$ cat config.mk
export PLATFORM = sky130hd
export DESIGN_NAME = tba_div
export DESIGN_NICKNAME = d
export VERILOG_FILES = /design/src/design/tba_pkg.sv /design/src/design/tba_div.sv
export SDC_FILE = /design/constraint.sdc
export NUM_CORES = 1
export LEC_CHECK = 0
export BUFFER_PORTS_ARGS = -buffer_cell sky130_fd_sc_hd__buf_2
export CORE_ASPECT_RATIO = 0.5
export CORE_MARGIN = 10
export CORE_UTILIZATION = 49
export DETAILED_ROUTE_END_ITERATION = 16
export GPL_TIMING_DRIVEN = 0
export PLACE_DENSITY_LB_ADDON = 0.05
export SYNTH_ARGS = -nofsm -noshare
export SYNTH_HDL_FRONTEND = slang
export SYNTH_SLANG_ARGS = --single-unit
$ cat constraint.sdc
create_clock -name i_clk -period 2.6 [get_ports i_clk]
set_input_delay 0.13 -clock i_clk [delete_from_list [all_inputs] [get_ports i_clk]]
set_output_delay 0.13 -clock i_clk [all_outputs]
set_load 0.02 [all_outputs]
$ cat src/design/tba_pkg.sv
// tba_pkg: shared types, codes and sizes for the token bucket allocator
// used by tba_div and token_bucket_allocator; no dependencies
package tba_pkg;

    // table sizes
    localparam int BUCKETS = 8;
    localparam int AGENTS  = 16;
    localparam int SLOTS   = 32;

    localparam int BW = $clog2(BUCKETS);
    localparam int AW = $clog2(AGENTS);
    localparam int SW = $clog2(SLOTS);
    localparam int UW = AW + BW;

    localparam logic [BW-1:0] BUCKET_LAST = BW'(BUCKETS - 1);
    localparam logic [SW-1:0] SLOT_LAST   = SW'(SLOTS - 1);

    // register reset values and usage saturation limit
    localparam logic [15:0] MAX_TOKENS_RST = 16'd100;
    localparam logic [15:0] RATE_RST       = 16'd10;
    localparam logic [15:0] BURST_RST      = 16'd50;
    localparam logic [15:0] INTERVAL_RST   = 16'd1000;
    localparam logic [20:0] USAGE_MAX      = 21'h1FFFFF;

    typedef enum logic [2:0] {
        CFG_MAX_TOKENS   = 3'd0,
        CFG_REFILL_RATE  = 3'd1,
        CFG_BURST_SIZE   = 3'd2,
        CFG_INTERVAL     = 3'd3,
        CFG_QUOTA_ENABLE = 3'd4,
        CFG_QUOTA_LIMIT  = 3'd5
    } t_cfg_idx;

    typedef enum logic [1:0] {
        OP_REQUEST    = 2'd0,
        OP_RELEASE    = 2'd1,
        OP_REFILL_ALL = 2'd2,
        OP_EXPIRE     = 2'd3
    } t_op;

    typedef enum logic [2:0] {
        STS_OK         = 3'd0,
        STS_QUOTA      = 3'd1,
        STS_NO_TOKENS  = 3'd2,
        STS_TABLE_FULL = 3'd3,
        STS_BAD_HANDLE = 3'd4
    } t_status;

    typedef enum logic [4:0] {
        ST_IDLE,
        ST_DISPATCH,
        ST_REQ_QCHK,
        ST_RF_CHK,
        ST_RF_DIV,
        ST_RF_MUL,
        ST_RF_ADD,
        ST_RF_NEXT,
        ST_REQ_SCAN,
        ST_REQ_DONE,
        ST_FREE_RD,
        ST_FREE_WAIT,
        ST_FREE_WR,
        ST_SW_CHK,
        ST_FIN_RD,
        ST_FIN_WAIT,
        ST_FIN_OUT,
        ST_RESULT
    } t_state;

    typedef struct packed {
        logic [AW-1:0] agent;
        logic [BW-1:0] bucket;
        logic [15:0]   tokens;
        logic [31:0]   expiry;
    } t_slot;

endpackage

$ cat src/design/tba_div.sv
// tba_div: iterative 32 by 16 bit unsigned divider, one quotient bit per cycle
// depends on tba_pkg only by convention; no submodules
module tba_div
    import tba_pkg::*;
(
    input  logic        i_clk,
    input  logic        i_rst_n,
    input  logic        i_start,
    input  logic [31:0] i_dividend,
    input  logic [15:0] i_divisor,
    output logic        o_done,
    output logic [31:0] o_quotient
);

    logic [15:0] r_rem;
    logic [31:0] r_quo;
    logic [15:0] r_div;
    logic [5:0]  r_cnt;
    logic        r_done;
    logic [16:0] shifted;
    logic        ge;

    // one restoring step
    assign shifted = {r_rem, r_quo[31]};
    assign ge      = shifted >= {1'b0, r_div};

    // control
    always_ff @(posedge i_clk) begin
        if (!i_rst_n) begin
            r_cnt  <= '0;
            r_done <= 1'b0;
        end else begin
            r_done <= (r_cnt == 6'd1);
            if (i_start) begin
                r_cnt <= 6'd32;
            end else if (r_cnt != 6'd0) begin
                r_cnt <= r_cnt - 6'd1;
            end
        end
    end

    // datapath, the remainder always fits below a nonzero divisor
    always_ff @(posedge i_clk) begin
        if (i_start) begin
            r_rem <= '0;
            r_quo <= i_dividend;
            r_div <= i_divisor;
        end else if (r_cnt != 6'd0) begin
            r_rem <= 16'(ge ? (shifted - {1'b0, r_div}) : shifted);
            r_quo <= {r_quo[30:0], ge};
        end
    end

    assign o_done     = r_done;
    assign o_quotient = r_quo;

endmodule

==> After elaboration in Yosys (flattened, before gate mapping) <==
Cells that the tools add are included.
{ "op_classes": {"addsub": 2, "multipliers": 0, "n_bitwise": 1, "n_reduce_logical": 3, "eq_ne": 1, "n_div": 0, "n_shift": 0, "order_cmp": 1, "mux": 5} }
{ "ops": {"columns": ["op", "count"], "rows": [
  ["32-bit 2-to-1 mux", 2],
  ["17-bit by 16-bit >= comparator with 1-bit output", 1],
  ["16-bit 2-to-1 mux", 1],
  ["16-bit subtractor", 1],
  ["6-bit 2-to-1 mux", 2],
  ["6-bit by 1-bit equality test with 1-bit output (second input constant)", 1],
  ["6-bit nonzero test", 1],
  ["6-bit by 1-bit subtractor with 6-bit output (second input constant)", 1],
  ["2-bit nonzero test", 1],
  ["2-bit OR reduction", 1],
  ["1-bit inverter", 1]
]} }
{ "totals": {"out_inout_bits": 33, "reg_bits": 71, "in_bits": 51, "mem_bits_ro": 0, "memories": 0, "mem_bits_rw": 0, "latchBits": 0, "elab_cells": 19} }

==> Logic depth before layout (Yosys ltp) <==
{ "depth": {"depth_word": 3, "ltp_mapped": 10} }

==> Worst setup path before layout <==
Ideal clock, no wire load.
{ "synth_timing": {"path_type": "register -> register", "from": "register r_div[8]", "to": "register r_rem[7]", "t_arrival_ns": 2.397, "setup_slack_ns": 0.128, "period_less_slack_ns": 2.472, "path_buffers": 1, "t_required_ns": 2.526, "setup_time_ns": 0.074, "stages_incl_launch_ff": 10, "cell_sequence": "edfxtp_1 -> inv_1 -> ha_1 -> buf_6 -> nand4_1 -> or4_4 -> a41oi_4 -> o41ai_4 -> or4b_1 -> a31oi_1"} }
{ "synth_via": {"elab_chain_cells": 2} }
{ "synth_rtl": {"columns": ["element", "line", "source"], "rows": [
  ["start: declaration", "tba_div.sv:17", "logic [15:0] r_div;"],
  ["start signal: assignment", "tba_div.sv:47", "r_div <= i_divisor;"],
  ["17-bit by 16-bit >= comparator with 1-bit output", "tba_div.sv:25", "assign ge = shifted >= {1'b0, r_div};"],
  ["16-bit 2-to-1 mux", "tba_div.sv:49", "r_rem <= 16'(ge ? (shifted - {1'b0, r_div}) : shifted);"],
  ["end signal: assignment", "tba_div.sv:49", null],
  ["end: declaration", "tba_div.sv:15", "logic [15:0] r_rem;"]
]} }
No other way between the ends.
A chain may end at the register's enable or synchronous reset.

==> Worst setup path in the final report <==
{ "layout_timing": {"from": "register r_div[0]", "to": "register r_rem[7]"} }
{ "layout_via": {"elab_chain_cells": 2} }
{ "layout_rtl": {"columns": ["element", "line"], "rows": [
  ["16-bit subtractor or 17-bit by 16-bit >= comparator with 1-bit output (tied branches)", "tba_div.sv:49, tba_div.sv:25"],
  ["16-bit 2-to-1 mux *", "tba_div.sv:49"]
]} }
Mark *: on every way between the ends. The rest lies on a longest branch, timed or not.

==> reports/metrics.yaml <==
synthesis:
  synthArstFlopShare: 0
  synth_top_cell_by_area: "edfxtp_1"
  synth_seq_cells: 71
  synth_common_cells: "edfxtp_1 (48), mux2_2 (32), inv_1 (24)"
  syn_inst: 333
  syn_area_per_cell_um2: 11.6
  synth_edf_count: 48
  synth_area_leaders: "edfxtp_1 (37%), dfxtp_1 (12%), mux2_2 (9.4%), ha_1 (5.8%), mux2i_1 (2.3%)"
  synth_cell_types: 61
  synth_top_flop_cell: "edfxtp_1"
  yosysSeqAreaShare: 0.494
  synth.most_common_cell: "edfxtp_1"
  synth_top_area_frac: 0.374
  syn_nets: 403
  yosys_warnings: 0
  syn_area_mm2: 0.00385
global_route:
  grt_pass1_vias: 3272
  grt_usage: 0.171
  grt-ovfl-total: 0
  antenna_found_initial: 0
  grt_max_degree: 21
  grt_first_pass_wirelength_mm: 16.4
sta:
  grt_setup_unrepaired: "yes"
  finalSetupViolCount: 1
  setup_slack_ns: -0.0334
  finalCritPeriodShare: 1.01
  finalHoldViolations: 0
  finalSetupTns_ns: -0.0334
  min_period_ns: 2.63
  slew_viol_final: 0
  fin_skew_ns: 0.00946
  relSlewSlack: 0.568
  whs_ns: 0.0428
  tightestPinTransition_ns: 0.644
  max_freq_ghz: 0.380
critical_path:
  cp.depth: 9
  cpPeakStageDelay_ns: 0.56
  critPathMaxFanout: 5
  critical_path_class: "reg -> reg"
  start_kind: "flip-flop"
  crit_family: "simple AND/OR/NAND/NOR gates"
  cp.buffers_inverters: 2
  path_cells: "ha_4 -> nand4_1 -> or4_4 -> buf_4 -> nand2_4 -> o41ai_4 -> buf_4 -> or4b_1 -> a31oi_1"
  cp.arrival_ns: 2.88
  reg2regPathDepth: 9
  critPathSlowestCell: "or4_4"
  required_ns: 2.85
  end_kind: "flip-flop"
  cp_common_cell: "buf_4"
floorplan:
  initial_core_util: 0.514
  dieArea_mm2: 0.0120
  pin_count: 84
  core_mm2: 0.00749
  die_w_um: 145
  die_h_um: 82.7
  rows: 22
cells_and_area:
  num_antenna_cells: 0
  fill_cells: 564
  fin_area_mm2: 0.00519
  fin_nets: 528
  drive_gt1_frac: 0.393
  syn_to_final_growth_pct: 34.7
  multiInputGateArea_mm2: 0.00201
  regArea_mm2: 0.00190
  layout.cells.non_filler: 571
clock_tree:
  cts_tree: "built"
  clk_pin_slew_worst_paths_ns: 0.06
  clkSinkCount: 71
  htreeDepth: 3
  clk_path_buf_depth: 2
  insertion_delay_ns: 0.33
  cts_inserted_buffers: 9
  clock-root-buffer: "clkbuf_16"
pwr:
  p_total_uw: 4630
  powerDensity_mw_per_mm2: 893
  peakVddDrop_mv: 0.471
  leakagePower_uw: 0.00218
detailed_routing:
  drt_iter0_drc: 228
  avgViaCountPerCell: 5.53
  final_antenna_net_count: 0
  drtPass1Iterations: 5
  drc: 0
  wire_per_inst_um: 17.9
  wirelength_mm: 10.2
  num_vias: 3157
outcome:
  violations: "negative setup slack"
  run_status: "complete, but fails checks"
placed_design:
  placedCellCount: 524
  placed_cell_area_mm2: 0.00440
  place_congestion: 0.871
  port-buffer-count: 83
  dp_hpwl_mm: 7.16
worst_hold_path:
  min_path_type: "in -> reg"
  hold_depth: 2
flow_run:
  cap_violations: 0
registers in the layout, summed over array words and instances (netlist names):
signal      count
r_div          16
o_quotient     32
r_rem          16
o_done          1
r_cnt           6
report_power, final:
| group | switching [uW] | internal [uW] | total, uW |
|---|---|---|---|
| Clock | 482 | 748 | 1230 |
| Combinational | 1000 | 720 | 1720 |
| Sequential | 169 | 1510 | 1680 |
what timing repair did:
action	in CTS	in global routing
hold endpoints to repair	16	0
gates resized for setup	22	17
hold buffers	16	0
pin swaps	8	3
setup buffers	8	7
cloned	1	0
setup endpoints to repair	48	16
per-stage QoR:
stage	util	setup slack (ns)
floorplan	-	0.128
global placement	0.588	-0.437
detailed placement	0.588	-0.483
CTS	0.678	-0.0557
global route	0.693	-0.108
finish	0.693	-0.0334
worst paths after layout:
path,from,end,slack [ns]
max,r_div[0],r_rem[7],-0.03
min,i_rst_n,r_cnt[5],0.04
max reg2reg,r_div[0],r_rem[7],-0.03
min reg2reg,r_rem[13],r_rem[13],0.50
worst reg2reg max path, stage by stage, from the launching register on:
cell and delay, ns:
edfxtp_1 0.43, ha_4 0.30, nand4_1 0.11, or4_4 0.56
buf_4 0.16, nand2_4 0.07, o41ai_4 0.10, buf_4 0.19
or4b_1 0.47, a31oi_1 0.16
cells in the final DEF (no fill, tap or decap), types with 3 or more instances in the layout:
| cell | netlist | final |
|---|---|---|
| dfxtp_1 | 23 | 22 |
| o21ai_0 | 7 | 6 |
| nand2_1 | 17 | 17 |
| a31oi_1 | 5 | 4 |
| ha_4 | 0 | 9 |
| a21oi_1 | 6 | 5 |
| edfxtp_1 | 48 | 48 |
| clkinvlp_4 | 0 | 3 |
| nor2_1 | 20 | 19 |
| nor3_1 | 8 | 8 |
| ha_1 | 18 | 8 |
| a211oi_1 | 7 | 7 |
| buf_4 | 1 | 15 |
| nand2b_1 | 6 | 6 |
| nand3_1 | 11 | 10 |
| nor2b_1 | 4 | 4 |
| o21ai_1 | 5 | 6 |
| clkbuf_1 | 4 | 5 |
| buf_2 | 1 | 84 |
| inv_1 | 24 | 21 |
| o21a_1 | 4 | 4 |
| mux2i_1 | 9 | 8 |
| mux2_2 | 32 | 32 |
| clkbuf_16 | 0 | 9 |
| buf_1 | 3 | 3 |
| xnor2_1 | 7 | 7 |
| dlygate4sd3_1 | 0 | 16 |
| o311ai_1 | 3 | 3 |
| a21o_1 | 8 | 7 |
| xor2_1 | 6 | 6 |
area by class of cell:
cell class / count / share of cell area
Multi-Input combinational cell: 227 / 0.387
Timing Repair inverter: 1 / 0.00145
Inverter: 24 / 0.0181
Sequential cell: 71 / 0.367
Timing Repair Buffer: 114 / 0.133
Clock inverter: 6 / 0.0133
Clock buffer: 10 / 0.0441
Buffer: 10 / 0.0104
Tap cell: 108 / 0.0260
kinds of logic after synthesis:
| kind of cell | Yosys count | share of synthesized area |
|---|---|---|
| AND/OR/NAND/NOR | 86 | 0.118 |
| AO/OA/AOI/OAI | 68 | 0.139 |
| multiplexers | 41 | 0.117 |
| buffers and inverters | 35 | 0.0393 |
| adder cells (fa/ha/maj) | 19 | 0.0637 |
| XOR/XNOR | 13 | 0.0296 |
| flip-flops | 71 | 0.494 |
per-layer routing:
metal  wire length, um  part of all wire  global-route usage
met1              4590              0.45               0.210
met2              4520              0.44               0.275
met3              1040              0.10              0.0792
met4                91            0.0089              0.0391
met5                 0                 0                   0
(Power assumes the default switching activity.)
